## config.mk

```make
export PLATFORM = sky130hd
export DESIGN_NAME = file_lock_table_flat
export DESIGN_NICKNAME = d
export VERILOG_FILES = /design/src/rtl/flt_pkg.sv /design/src/rtl/flt_if.sv /design/src/rtl/file_lock_table.sv /design/src/rtl/flt_cell.sv /design/src/flat_wrapper.sv
export VERILOG_INCLUDE_DIRS = /design/src /design/src/rtl
export SDC_FILE = /design/constraint.sdc
export NUM_CORES = 2
export LEC_CHECK = 0
export CAP_MARGIN = 10
export CORE_MARGIN = 2
export CORE_UTILIZATION = 29
export DETAILED_ROUTE_END_ITERATION = 6
export DONT_BUFFER_PORTS = 1
export GPL_ROUTABILITY_DRIVEN = 0
export PLACE_DENSITY = 0.54
export SKIP_LAST_GASP = 1
export SLEW_MARGIN = 20
export SYNTH_ARGS = -nofsm -noshare
export SYNTH_HDL_FRONTEND = slang
export SYNTH_SLANG_ARGS = --single-unit
```

## constraint.sdc

```tcl
create_clock -name clk_i -period 2.12 [get_ports clk_i]
set_input_delay 0 -clock clk_i [delete_from_list [all_inputs] [get_ports clk_i]]
set_output_delay 0 -clock clk_i [all_outputs]
set_load 0.02 [all_outputs]
```

## src/rtl/file_lock_table_assert.svh

```systemverilog
// assertion macros for the file lock table
// expect clk_i and rst_ni in the scope of the module that uses them
`ifndef FILE_LOCK_TABLE_ASSERT_SVH
`define FILE_LOCK_TABLE_ASSERT_SVH

// checked outside reset
`define FLT_ASSERT(lbl, prop, msg) \
  lbl: assert property (@(posedge clk_i) disable iff (!rst_ni) prop) else $error(msg);

// checked at every edge, reset included
`define FLT_ASSERT_ALWAYS(lbl, prop, msg) \
  lbl: assert property (@(posedge clk_i) prop) else $error(msg);

`endif

```

## src/rtl/flt_pkg.sv

```systemverilog
// shared types and codes for the file lock table
// no dependencies
package flt_pkg;

  localparam int FILE_W  = 16;
  localparam int OWNER_W = 10;
  localparam int LIMIT_W = 7;

  localparam logic [1:0] MODE_QUERY  = 2'd0;
  localparam logic [1:0] MODE_SHARED = 2'd1;
  localparam logic [1:0] MODE_EXCL   = 2'd2;
  localparam logic [1:0] MODE_UNLOCK = 2'd3;

  localparam logic [1:0] ST_DONE    = 2'd0;
  localparam logic [1:0] ST_WOULDBL = 2'd1;
  localparam logic [1:0] ST_RETRY   = 2'd2;
  localparam logic [1:0] ST_NOENTRY = 2'd3;

  localparam logic [1:0] HELD_NONE   = 2'd0;
  localparam logic [1:0] HELD_SHARED = 2'd1;
  localparam logic [1:0] HELD_EXCL   = 2'd2;

  // request held steady while its token walks the cell row
  typedef struct packed {
    logic [1:0]         mode;
    logic [FILE_W-1:0]  file_id;
    logic [OWNER_W-1:0] owner_id;
  } req_t;

  // scan summary handed from cell to cell
  typedef struct packed {
    logic               vld;
    logic               found;
    logic               holder_excl;
    logic [OWNER_W-1:0] holder_owner;
    logic               conflict;
    logic               have_own;
    logic               have_free;
  } token_t;

  // update broadcast to the marked cell after the scan
  typedef struct packed {
    logic               wr_own;
    logic               wr_free;
    logic               unlock;
    logic [FILE_W-1:0]  file_id;
    logic [OWNER_W-1:0] owner_id;
    logic               excl;
  } cmd_t;

endpackage

```

## src/rtl/flt_if.sv

```systemverilog
// request and response channel interfaces for the file lock table
// depends on flt_pkg
interface flt_req_if;
  logic                        valid;
  logic                        ready;
  logic [1:0]                  mode;
  logic                        nonblocking;
  logic [flt_pkg::FILE_W-1:0]  file_id;
  logic [flt_pkg::OWNER_W-1:0] owner_id;

  modport source (output valid, mode, nonblocking, file_id, owner_id, input ready);
  modport sink (input valid, mode, nonblocking, file_id, owner_id, output ready);
endinterface

interface flt_rsp_if;
  logic                        valid;
  logic                        ready;
  logic [1:0]                  status;
  logic [1:0]                  held_type;
  logic [flt_pkg::OWNER_W-1:0] holder_id;

  modport source (output valid, status, held_type, holder_id, input ready);
  modport sink (input valid, status, held_type, holder_id, output ready);
endinterface

```

## src/rtl/file_lock_table.sv

```systemverilog
// channel     | dir | payload
// req_i       | in  | mode, nonblocking, file_id, owner_id
// rsp_o       | out | status, held_type, holder_id
// cfg_*       | in  | entry_limit write, no read-back
//
// in each transaction a token walks the row of entry cells one cell per cycle,
// then the decision is registered and, once rsp_o is free, loaded into the output
// one transaction in flight; the next is taken while a response waits in rsp_o
// a stalled response holds the decision and blocks the next scan result only
// reset clears every entry valid bit and the use count at once
// top level of the file lock table, a row of flt_cell entries
// depends on flt_pkg, flt_if, flt_cell and file_lock_table_assert.svh
`include "file_lock_table_assert.svh"

module file_lock_table #(
  parameter int TABLE_ENTRIES = 64
) (
  input  logic                        clk_i,
  input  logic                        rst_ni,
  flt_req_if.sink                     req_i,
  flt_rsp_if.source                   rsp_o,
  input  logic                        cfg_we_i,
  input  logic [flt_pkg::LIMIT_W-1:0] cfg_wdata_i
);

  localparam int CntW = $clog2(TABLE_ENTRIES + 1);
  localparam int CmpW = (CntW > flt_pkg::LIMIT_W) ? CntW : flt_pkg::LIMIT_W;

  localparam logic [1:0] S_IDLE = 2'd0;
  localparam logic [1:0] S_SCAN = 2'd1;
  localparam logic [1:0] S_HOLD = 2'd2;

  logic [1:0]                  state_q, state_d;
  flt_pkg::req_t               req_q;
  logic                        nb_q;
  logic                        inj_q;
  logic [flt_pkg::LIMIT_W-1:0] limit_q;
  logic [CntW-1:0]             used_q, used_d;
  flt_pkg::cmd_t               cmd_q, cmd_d;

  logic [1:0]                  res_status_q, res_status_d;
  logic [1:0]                  res_held_q, res_held_d;
  logic [flt_pkg::OWNER_W-1:0] res_holder_q, res_holder_d;

  logic                        out_valid_q;
  logic [1:0]                  out_status_q;
  logic [1:0]                  out_held_q;
  logic [flt_pkg::OWNER_W-1:0] out_holder_q;

  flt_pkg::token_t tok [TABLE_ENTRIES+1];
  flt_pkg::token_t tail;

  logic            accept, out_free, full;
  logic [CmpW-1:0] lim, used_ext;

  assign accept   = req_i.valid && req_i.ready;
  assign out_free = !out_valid_q || rsp_o.ready;
  assign req_i.ready = (state_q == S_IDLE);

  always_comb begin
    tok[0]     = '0;
    tok[0].vld = inj_q;
  end

  for (genvar k = 0; k < TABLE_ENTRIES; k++) begin : g_cell
    flt_cell u_cell (
      .clk_i  (clk_i),
      .rst_ni (rst_ni),
      .req_i  (req_q),
      .cmd_i  (cmd_q),
      .tok_i  (tok[k]),
      .tok_o  (tok[k+1])
    );
  end

  assign tail     = tok[TABLE_ENTRIES];
  assign used_ext = CmpW'(used_q);
  assign lim      = (CmpW'(limit_q) > CmpW'(TABLE_ENTRIES)) ? CmpW'(TABLE_ENTRIES)
                                                            : CmpW'(limit_q);
  assign full     = (used_ext >= lim);

  always_comb begin
    state_d      = state_q;
    used_d       = used_q;
    cmd_d        = '0;
    cmd_d.file_id  = req_q.file_id;
    cmd_d.owner_id = req_q.owner_id;
    cmd_d.excl     = (req_q.mode == flt_pkg::MODE_EXCL);
    res_status_d = res_status_q;
    res_held_d   = res_held_q;
    res_holder_d = res_holder_q;
    case (state_q)
      S_IDLE: begin
        if (accept) begin
          state_d = S_SCAN;
        end
      end
      S_SCAN: begin
        if (tail.vld) begin
          state_d      = S_HOLD;
          res_status_d = flt_pkg::ST_DONE;
          res_held_d   = flt_pkg::HELD_NONE;
          res_holder_d = '0;
          case (req_q.mode)
            flt_pkg::MODE_QUERY: begin
              if (tail.found) begin
                res_held_d   = tail.holder_excl ? flt_pkg::HELD_EXCL : flt_pkg::HELD_SHARED;
                res_holder_d = tail.holder_owner;
              end
            end
            flt_pkg::MODE_UNLOCK: begin
              if (tail.have_own) begin
                cmd_d.unlock = 1'b1;
                if (used_q != '0) begin
                  used_d = used_q - 1'b1;
                end
              end
            end
            default: begin
              if (tail.conflict) begin
                res_status_d = nb_q ? flt_pkg::ST_WOULDBL : flt_pkg::ST_RETRY;
              end else if (tail.have_own) begin
                cmd_d.wr_own = 1'b1;
              end else if (full || !tail.have_free) begin
                res_status_d = flt_pkg::ST_NOENTRY;
              end else begin
                cmd_d.wr_free = 1'b1;
                used_d        = used_q + 1'b1;
              end
            end
          endcase
        end
      end
      S_HOLD: begin
        if (out_free) begin
          state_d = S_IDLE;
        end
      end
      default: begin
        state_d = S_IDLE;
      end
    endcase
  end

  always_ff @(posedge clk_i or negedge rst_ni) begin
    if (!rst_ni) begin
      state_q     <= S_IDLE;
      inj_q       <= 1'b0;
      used_q      <= '0;
      limit_q     <= flt_pkg::LIMIT_W'(64);
      cmd_q       <= '0;
      out_valid_q <= 1'b0;
    end else begin
      state_q <= state_d;
      inj_q   <= accept;
      used_q  <= used_d;
      cmd_q   <= cmd_d;
      if (cfg_we_i) begin
        limit_q <= cfg_wdata_i;
      end
      if (state_q == S_HOLD && out_free) begin
        out_valid_q <= 1'b1;
      end else if (rsp_o.ready) begin
        out_valid_q <= 1'b0;
      end
    end
  end

  always_ff @(posedge clk_i) begin
    if (accept) begin
      req_q.mode     <= req_i.mode;
      req_q.file_id  <= req_i.file_id;
      req_q.owner_id <= req_i.owner_id;
      nb_q           <= req_i.nonblocking;
    end
    res_status_q <= res_status_d;
    res_held_q   <= res_held_d;
    res_holder_q <= res_holder_d;
    if (state_q == S_HOLD && out_free) begin
      out_status_q <= res_status_q;
      out_held_q   <= res_held_q;
      out_holder_q <= res_holder_q;
    end
  end

  assign rsp_o.valid     = out_valid_q;
  assign rsp_o.status    = out_status_q;
  assign rsp_o.held_type = out_held_q;
  assign rsp_o.holder_id = out_holder_q;

  `FLT_ASSERT_ALWAYS(a_used_bound, (used_q <= CntW'(TABLE_ENTRIES)), "use count above table size")
  `FLT_ASSERT(a_cmd_after_scan, ((cmd_q.wr_own || cmd_q.wr_free || cmd_q.unlock) |-> $past(state_q == S_SCAN)), "table update outside scan end")
  `FLT_ASSERT(a_one_cmd, ($countones({cmd_q.wr_own, cmd_q.wr_free, cmd_q.unlock}) <= 1), "more than one table update kind")
  `FLT_ASSERT(a_tail_in_scan, (tail.vld |-> (state_q == S_SCAN)), "token left the row outside a scan")
  `FLT_ASSERT(a_single_inject, (inj_q |=> !inj_q), "token injected twice")

endmodule

```

## src/rtl/flt_cell.sv

```systemverilog
// one lock table entry with its stage of the scan token chain
// depends on flt_pkg
module flt_cell (
  input  logic            clk_i,
  input  logic            rst_ni,
  input  flt_pkg::req_t   req_i,
  input  flt_pkg::cmd_t   cmd_i,
  input  flt_pkg::token_t tok_i,
  output flt_pkg::token_t tok_o
);

  logic                        valid_q;
  logic [flt_pkg::FILE_W-1:0]  file_q;
  logic [flt_pkg::OWNER_W-1:0] owner_q;
  logic                        excl_q;
  logic                        own_mark_q;
  logic                        free_mark_q;
  flt_pkg::token_t             tok_q, tok_d;

  logic hit_file, hit_own, want_excl, do_write;

  assign hit_file  = valid_q && (file_q == req_i.file_id);
  assign hit_own   = hit_file && (owner_q == req_i.owner_id);
  assign want_excl = (req_i.mode == flt_pkg::MODE_EXCL);
  assign do_write  = (cmd_i.wr_own && own_mark_q) || (cmd_i.wr_free && free_mark_q);

  always_comb begin
    tok_d = tok_i;
    if (hit_file && !tok_i.found) begin
      tok_d.found        = 1'b1;
      tok_d.holder_excl  = excl_q;
      tok_d.holder_owner = owner_q;
    end
    if (hit_own) begin
      tok_d.have_own = 1'b1;
    end else if (hit_file && (want_excl || excl_q)) begin
      tok_d.conflict = 1'b1;
    end
    if (!valid_q) begin
      tok_d.have_free = 1'b1;
    end
  end

  always_ff @(posedge clk_i or negedge rst_ni) begin
    if (!rst_ni) begin
      tok_q       <= '0;
      own_mark_q  <= 1'b0;
      free_mark_q <= 1'b0;
      valid_q     <= 1'b0;
    end else begin
      tok_q <= tok_d;
      if (tok_i.vld) begin
        own_mark_q  <= hit_own && !tok_i.have_own;
        free_mark_q <= !valid_q && !tok_i.have_free;
      end
      if (cmd_i.unlock && own_mark_q) begin
        valid_q <= 1'b0;
      end else if (do_write) begin
        valid_q <= 1'b1;
      end
    end
  end

  always_ff @(posedge clk_i) begin
    if (do_write) begin
      file_q  <= cmd_i.file_id;
      owner_q <= cmd_i.owner_id;
      excl_q  <= cmd_i.excl;
    end
  end

  assign tok_o = tok_q;

endmodule

```

## src/flat_wrapper.sv

```systemverilog
// flat-port wrapper written by rule: the top's interface ports become plain ports
module file_lock_table_flat 
#(
  parameter int TABLE_ENTRIES = 64
)
  (clk_i, rst_ni, cfg_we_i, cfg_wdata_i, req_i_valid, req_i_mode, req_i_nonblocking, req_i_file_id, req_i_owner_id, req_i_ready, rsp_o_valid, rsp_o_status, rsp_o_held_type, rsp_o_holder_id, rsp_o_ready);
  flt_req_if req_i_i ();
  flt_rsp_if rsp_o_i ();
  input  logic clk_i;
  input  logic rst_ni;
  input  logic cfg_we_i;
  input  logic [flt_pkg::LIMIT_W-1:0] cfg_wdata_i;
  input wire logic [$bits(req_i_i.valid)-1:0] req_i_valid;
  input wire logic [$bits(req_i_i.mode)-1:0] req_i_mode;
  input wire logic [$bits(req_i_i.nonblocking)-1:0] req_i_nonblocking;
  input wire logic [$bits(req_i_i.file_id)-1:0] req_i_file_id;
  input wire logic [$bits(req_i_i.owner_id)-1:0] req_i_owner_id;
  output wire logic [$bits(req_i_i.ready)-1:0] req_i_ready;
  output wire logic [$bits(rsp_o_i.valid)-1:0] rsp_o_valid;
  output wire logic [$bits(rsp_o_i.status)-1:0] rsp_o_status;
  output wire logic [$bits(rsp_o_i.held_type)-1:0] rsp_o_held_type;
  output wire logic [$bits(rsp_o_i.holder_id)-1:0] rsp_o_holder_id;
  input wire logic [$bits(rsp_o_i.ready)-1:0] rsp_o_ready;
  assign req_i_i.valid = req_i_valid;
  assign req_i_i.mode = req_i_mode;
  assign req_i_i.nonblocking = req_i_nonblocking;
  assign req_i_i.file_id = req_i_file_id;
  assign req_i_i.owner_id = req_i_owner_id;
  assign req_i_ready = req_i_i.ready;
  assign rsp_o_valid = rsp_o_i.valid;
  assign rsp_o_status = rsp_o_i.status;
  assign rsp_o_held_type = rsp_o_i.held_type;
  assign rsp_o_holder_id = rsp_o_i.holder_id;
  assign rsp_o_i.ready = rsp_o_ready;
  file_lock_table #(.TABLE_ENTRIES(TABLE_ENTRIES)) u_core (.clk_i(clk_i), .rst_ni(rst_ni), .req_i(req_i_i), .rsp_o(rsp_o_i), .cfg_we_i(cfg_we_i), .cfg_wdata_i(cfg_wdata_i));
endmodule
```

# Yosys cells after proc, flatten, opt, wreduce, memory -nomap -nowiden
# Cells that the tools add are included.
classes:
  order_cmp: 2
  bitwise: 1
  n_reduce_logical: 1033
  muxes: 474
  eq_ne: 140
  n_addsub: 2
ops:
  columns: ["cell", "count"]
  rows:
  - ["$eq A16 B16 Y1", 64]
  - ["$mux W12", 64]
  - ["$eq A10 B10 Y1", 64]
  - ["$logic_and A1 B1 Y1", 575]
  - ["$mux W1", 390]
  - ["$logic_not A1 Y1", 255]
  - ["$logic_or A1 B1 Y1", 130]
  - ["$reduce_bool A2 Y1", 65]
  - ["$mux W7", 6]
  - ["$mux W2", 10]
  - ["$pmux W7 S2", 1]
  - ["$ne A2 B1 Y1 const B", 4]
  - ["$reduce_and A8 Y1", 1]
  - ["$add A7 B1 Y7 const B", 1]
  - ["$ge A7 B7 Y1", 1]
  - ["$gt A7 B7 Y1 const B", 1]
  - ["$reduce_bool A7 Y1", 1]
  - ["$sub A7 B1 Y7 const B", 1]
  - ["$eq A2 B2 Y1 const B", 3]
  - ["$mux W3", 2]
  - ["$ne A2 B2 Y1 const B", 3]
  - ["$pmux W2 S3", 1]
  - ["$logic_not A2 Y1", 2]
  - ["$reduce_and A2 Y1", 2]
  - ["other kinds (5)", 5]
word_totals:
  out_inout_bits: 16
  regBits: 3049
  elab_cells: 2505
  in_bits: 41

# Logic depth before layout (Yosys ltp)
depth:
  ltp_word: 10
  mapped_depth: 8
  mapped_depth_nobuf: 8

# Hierarchy
# From an unflattened synthesis, not the netlist that was laid out.
unflattened:
  cells_unflattened: 7333
  area_unflattened_um2: 123513.5
by_module_without_submodules:
  columns: ["mod", "seq_area_each_um2", "n_inst", "cells_per_inst", "area_each_um2"]
  rows:
  - ["flt_cell", 1286.2, 64, 111, 1869.3]
  - ["file_lock_table", 2914.0, 1, 229, 3878.7]

# Worst setup path after synthesis
# No wires, ideal clock.
synth_timing:
  path_type: "reg2reg"
  startpoint: "reg u_core.limit_q[6] (netlist name)"
  endpoint: "reg u_core.used_q[2], in the netlist u_core.used_ext[2]"
  required_time_ns: 1.995
  arrival_time_ns: 2.158
  path_stages_with_launch: 9
  setup_time_ns: 0.125
  synth_period_minus_slack_ns: 2.282
  slack_ns: -0.162
  n_path_buf: 0
  cell_sequence: "dfstp_2 -> inv_1 -> nand2_1 -> ha_1 -> a21o_1 -> a221oi_1 -> o21ai_0 -> a21oi_2 -> mux2_2"
synth_via:
  elab_chain_len: 6
synth_rtl:
  columns: ["element", "line_no", "source"]
  rows:
  - ["start: declaration", "file_lock_table.sv:37", "logic [flt_pkg::LIMIT_W-1:0] limit_q;"]
  - ["start signal: assignment", "file_lock_table.sv:150", "limit_q <= flt_pkg::LIMIT_W'(64);"]
  - ["start signal: assignment", "file_lock_table.sv:159", "limit_q <= cfg_wdata_i;"]
  - ["$gt A7 B7 Y1", "file_lock_table.sv:78", "assign lim = (CmpW'(limit_q) > CmpW'(TABLE_ENTRIES)) ? CmpW'(TABLE_ENTRIES)"]
  - ["$mux W7 (*)", "file_lock_table.sv:78", null]
  - ["$ge A7 B7 Y1 (*)", "file_lock_table.sv:80", "assign full = (used_ext >= lim);"]
  - ["$logic_or A1 B1 Y1 (*)", "file_lock_table.sv:124", "end else if (full || !tail.have_free) begin"]
  - ["$ne A3 B3 Y1 (no line) (*)", null, null]
  - ["$reduce_and A8 Y1 (no line) (*)", null, null]
  - ["end signal: assignment", "file_lock_table.sv:156", "used_q <= used_d;"]
  - ["end: declaration", "file_lock_table.sv:38", "logic [CntW-1:0] used_q, used_d;"]
# Mark *: on every way between the ends. The rest lies on a longest branch, timed or not.
# A chain may end at the register's enable or synchronous reset.

==> results.md <==
* Status: finished with violations
* Failing checks: hold timing, setup timing
* Die area at 422,000 µm²
* Worst-path cell chain: buf_12, buf_16, buf_12, xor2_1, nor4_2, nand3_2, nor3_2, buf_6, mux2_2
* Via density at 4.66
* Req. time, crit path at 2880 ps
* Max Fclk at 371 MHz
* RSZ-0062 raised after global routing: yes
* Final setup margin at -575 ps
* Hold Buf Count CTS at 83
* Iter 0 DRT Violations at 5,900
* WS Path Type: reg -> reg
* P per Cell Area at 793 nW/µm²
* CTS tree: built
* Critical Path End Type: register
* Mapped Nets at 7,343
* Final worst-path cycle share at 127%
* Slowest CP cell: edfxtp_1
* Clock sink count at 3,049
* Yosys warning total at 0
* PortBufs at 0
* Max-Cap Viols at 0
* Final Max Slew Viols at 0
* Vias after detailed routing at 65,500
* Drt wl/cell at 25.1 µm
* Synth Flop Type: edfxtp_1
* Setup slack, reg-to-reg at -570 ps
* Critical Path AT at 3450 ps
* Dpl ws at -747 ps
* Hold crit path type: in -> async
* Synth top cells by count: 1,785 x edfxtp_1, 1,444 x xor2_1, 1,263 x dfrtp_1, 647 x mux2_2, 373 x nor4_1
* Horiz. Die Dim at 649 µm
* Synth unique cells at 51
* Initial antenna violation count at 31
* Post-synth EDFFs at 1,785
* Area grow syn2layout at 24.3%
* DP HPWL at 212 mm
* Initial Util at 29.2%
* Overall Global Routing Usage at 16.1%
* First-pass GRT wire length at 499 mm
* Pin count of the biggest net entering global routing at 228
* Vias in the first global route at 68,200
* Maximum buffer depth of the clock tree at 4
* Most frequent CP cell: buf_12
* Worst-Skew Late Latency at 970 ps
* Congestion Overflow GR at 0
* Clock Skew at 137 ps
* Final hold violations at 214
* CP top delay family: simple AND/OR/NAND/NOR gates
* Site row count at 236
* Total power at 119 mW
* CTS clock-pin slew for the worst setup and hold paths at 60 ps
* Count of state elements after synthesis at 3,049
* Cells after DPL at 13,200
* Crit Reg-Reg Endpoint: u_core.g_cell[62].u_cell.tok_o[10]
* Fraction of layout cells with a size suffix above 1 at 29.6%
* Post-Syn Instances at 7,286
* Worst-Margin Slew at 878 ps
* Final setup TNS at -398,400 ps
* Hold WS at -630 ps
* IO Count at 57
* DRC violations left at 0
* Cell taking the most area after synthesis: edfxtp_1
* Drt total wl at 353 mm
* Top cells by area, synth: edfxtp_1 44%, dfrtp_1 26%, xor2_1 10%
* Crit path largest cell delay at 410 ps
* Synth Area per Inst at 16.6 µm²
* Non-filler cells in the finished layout at 14,100
* Antenna Nets Post-Route at 0
* FF-to-FF path depth at 9
* Netlist Area Pre-Place at 121,000 µm²
* Core box area at 414,000 µm²
* WP buf/inv at 4
* Final #Nets at 8,373
* Dominant cell by count in the synthesized netlist: edfxtp_1
* Worst setup SP type: register
* Cts bufs inserted at 318
* Clock Tree Root: clkbuf_16
* Min Tclk post-route at 2690 ps
* Die Span Y at 649 µm
* Area share of the largest cell type after synthesis at 44.4%
* FF-to-FF Start: u_core.cmd_d[26]
* Leakage at 58.3 nW
* Critical-path maximum fanout at 11
* Initial DRT Pass Iterations at 5
* # setup viols final at 967
* VDD IR-drop max at 0.000671 V
* Sequential area share after synthesis at 70.6%
* Htree depth at 5
* Async set-or-reset flop fraction in the synthesized netlist at 41.5%
* Max_slew headroom at 41.5%
routing by layer:
layer | track usage [%] | up-vias | share of wire, %
met2 | 26.6 | 1799 | 47
met5 | 0 | - | 0.0068
met3 | 1.84 | 486 | 5.4
met4 | 3.82 | 4 | 2.7
li1 | - | 28400 | -
met1 | 22.5 | 34800 | 44
logic make-up after synthesis:
kind of cell,Yosys count,share of synthesized area [%]
buffers and inverters,293,1.64
adders and majority gates,16,0.172
and+or+nand+nor,1086,5.34
AOI/OAI and AO/OA,353,2.04
DFF,3049,70.6
muxes,820,8.14
xor gates and xnor gates,1669,12.1
through the flow:
step	hold slack [ps]	util [%]	instance area [µm²]
floorplan	-296	-	121000
global placement	-265	32.4	134000
detailed placement	-265	32.4	134000
CTS	-663	35.6	148000
global route	-604	36.3	150000
finish	-630	36.3	150000
worst min-delay path, delay by kind of cell:
kind / cells / cell delay, ps
buffers and inverters: 4 / 630
where the power goes:
group | switching (mW) | total [mW] | internal [mW]
clock | 23.9 | 55.8 | 31.9
sequential | 0.0157 | 62.4 | 62.4
combinational | 0.576 | 0.801 | 0.225
how the worst max path moves through the flow:
stage / startpoint / end / slack [ps] / cells past startpoint
after floorplan: u_core.limit_q[6] / u_core.used_ext[2] / 7 / 8
after global placement: u_core.cmd_d[11] / u_core.g_cell[23].u_cell.tok_o[3] / -740 / 7
after detailed placement: u_core.cmd_d[11] / u_core.g_cell[45].u_cell.tok_o[3] / -750 / 7
after CTS: u_core.cmd_d[26] / u_core.g_cell[52].u_cell.tok_o[6] / -550 / 9
after global routing: u_core.cmd_d[13] / u_core.g_cell[30].u_cell.tok_o[3] / -660 / 11
final: u_core.cmd_d[26] / u_core.g_cell[62].u_cell.tok_o[10] / -570 / 9
sequential cells by signal, summed over array words and instances, names as in the netlist, 2 cells and up:
signal	cells
u_core.cmd_d	26
u_core.cmd_q	30
u_core.g_cell.u_cell.excl_q	64
u_core.g_cell.u_cell.file_q	1024
u_core.g_cell.u_cell.free_mark_q	64
u_core.g_cell.u_cell.own_mark_q	64
u_core.g_cell.u_cell.owner_q	640
u_core.g_cell.u_cell.tok_o	1024
u_core.g_cell.u_cell.valid_q	64
u_core.limit_q	7
u_core.req_q	2
u_core.res_held_q	2
u_core.res_holder_q	10
u_core.res_status_q	2
u_core.rsp_o.held_type	2
u_core.rsp_o.holder_id	10
u_core.rsp_o.status	2
u_core.state_q	2
u_core.used_ext	7
timing repair:
action / in CTS / in global routing
hold endpoints to repair: 701 / 159
pin swaps: 68 / 103
gates resized for setup: 195 / 311
buffers inserted: 56 / 93
endpoints found under the setup margin: 967 / 1316
cloned: 22 / 25
cells in the final DEF, fill, tap and decap left out, types with 12 or more instances in the layout:
cell,synthesis,layout
buf_12,0,235
nor3_2,58,48
xor2_1,1444,1417
dfrtp_4,0,30
inv_1,16,15
o21ai_0,67,66
o21bai_1,126,122
nor4_1,373,290
nand2_1,33,33
dlygate4sd3_1,0,77
and3_1,12,12
nor4_2,6,77
buf_4,73,515
clkbuf_1,25,94
xnor2_1,225,224
nor3_1,65,52
nand2b_1,131,131
edfxtp_1,1785,1785
and2_1,13,12
nand3_1,120,83
clkbuf_16,0,338
clkinv_2,0,56
dfrtp_1,1263,1233
clkinv_1,0,20
nor3_4,0,23
mux2_4,160,286
ha_1,15,14
or2_2,57,53
bufinv_16,0,15
nand3_2,0,34
clkbuf_8,0,40
a22o_1,64,64
nor2_1,129,129
mux2_2,647,529
buf_16,0,41
nor4_4,0,12
buf_6,63,88
a21oi_1,66,66
nand4_1,72,72
xor2_2,0,23
layout make-up:
cell class,count,area (µm²)
clock inverter,131,1320
sequential,3049,85300
inverter,16,60.1
tap,5474,6850
fill,38700,264000
antenna,4,10.0
timing repair buffer,987,12100
clock buffer,461,9090
multi-input combinational,3944,35400
No activity file was read; power rests on OpenSTA's default activity.
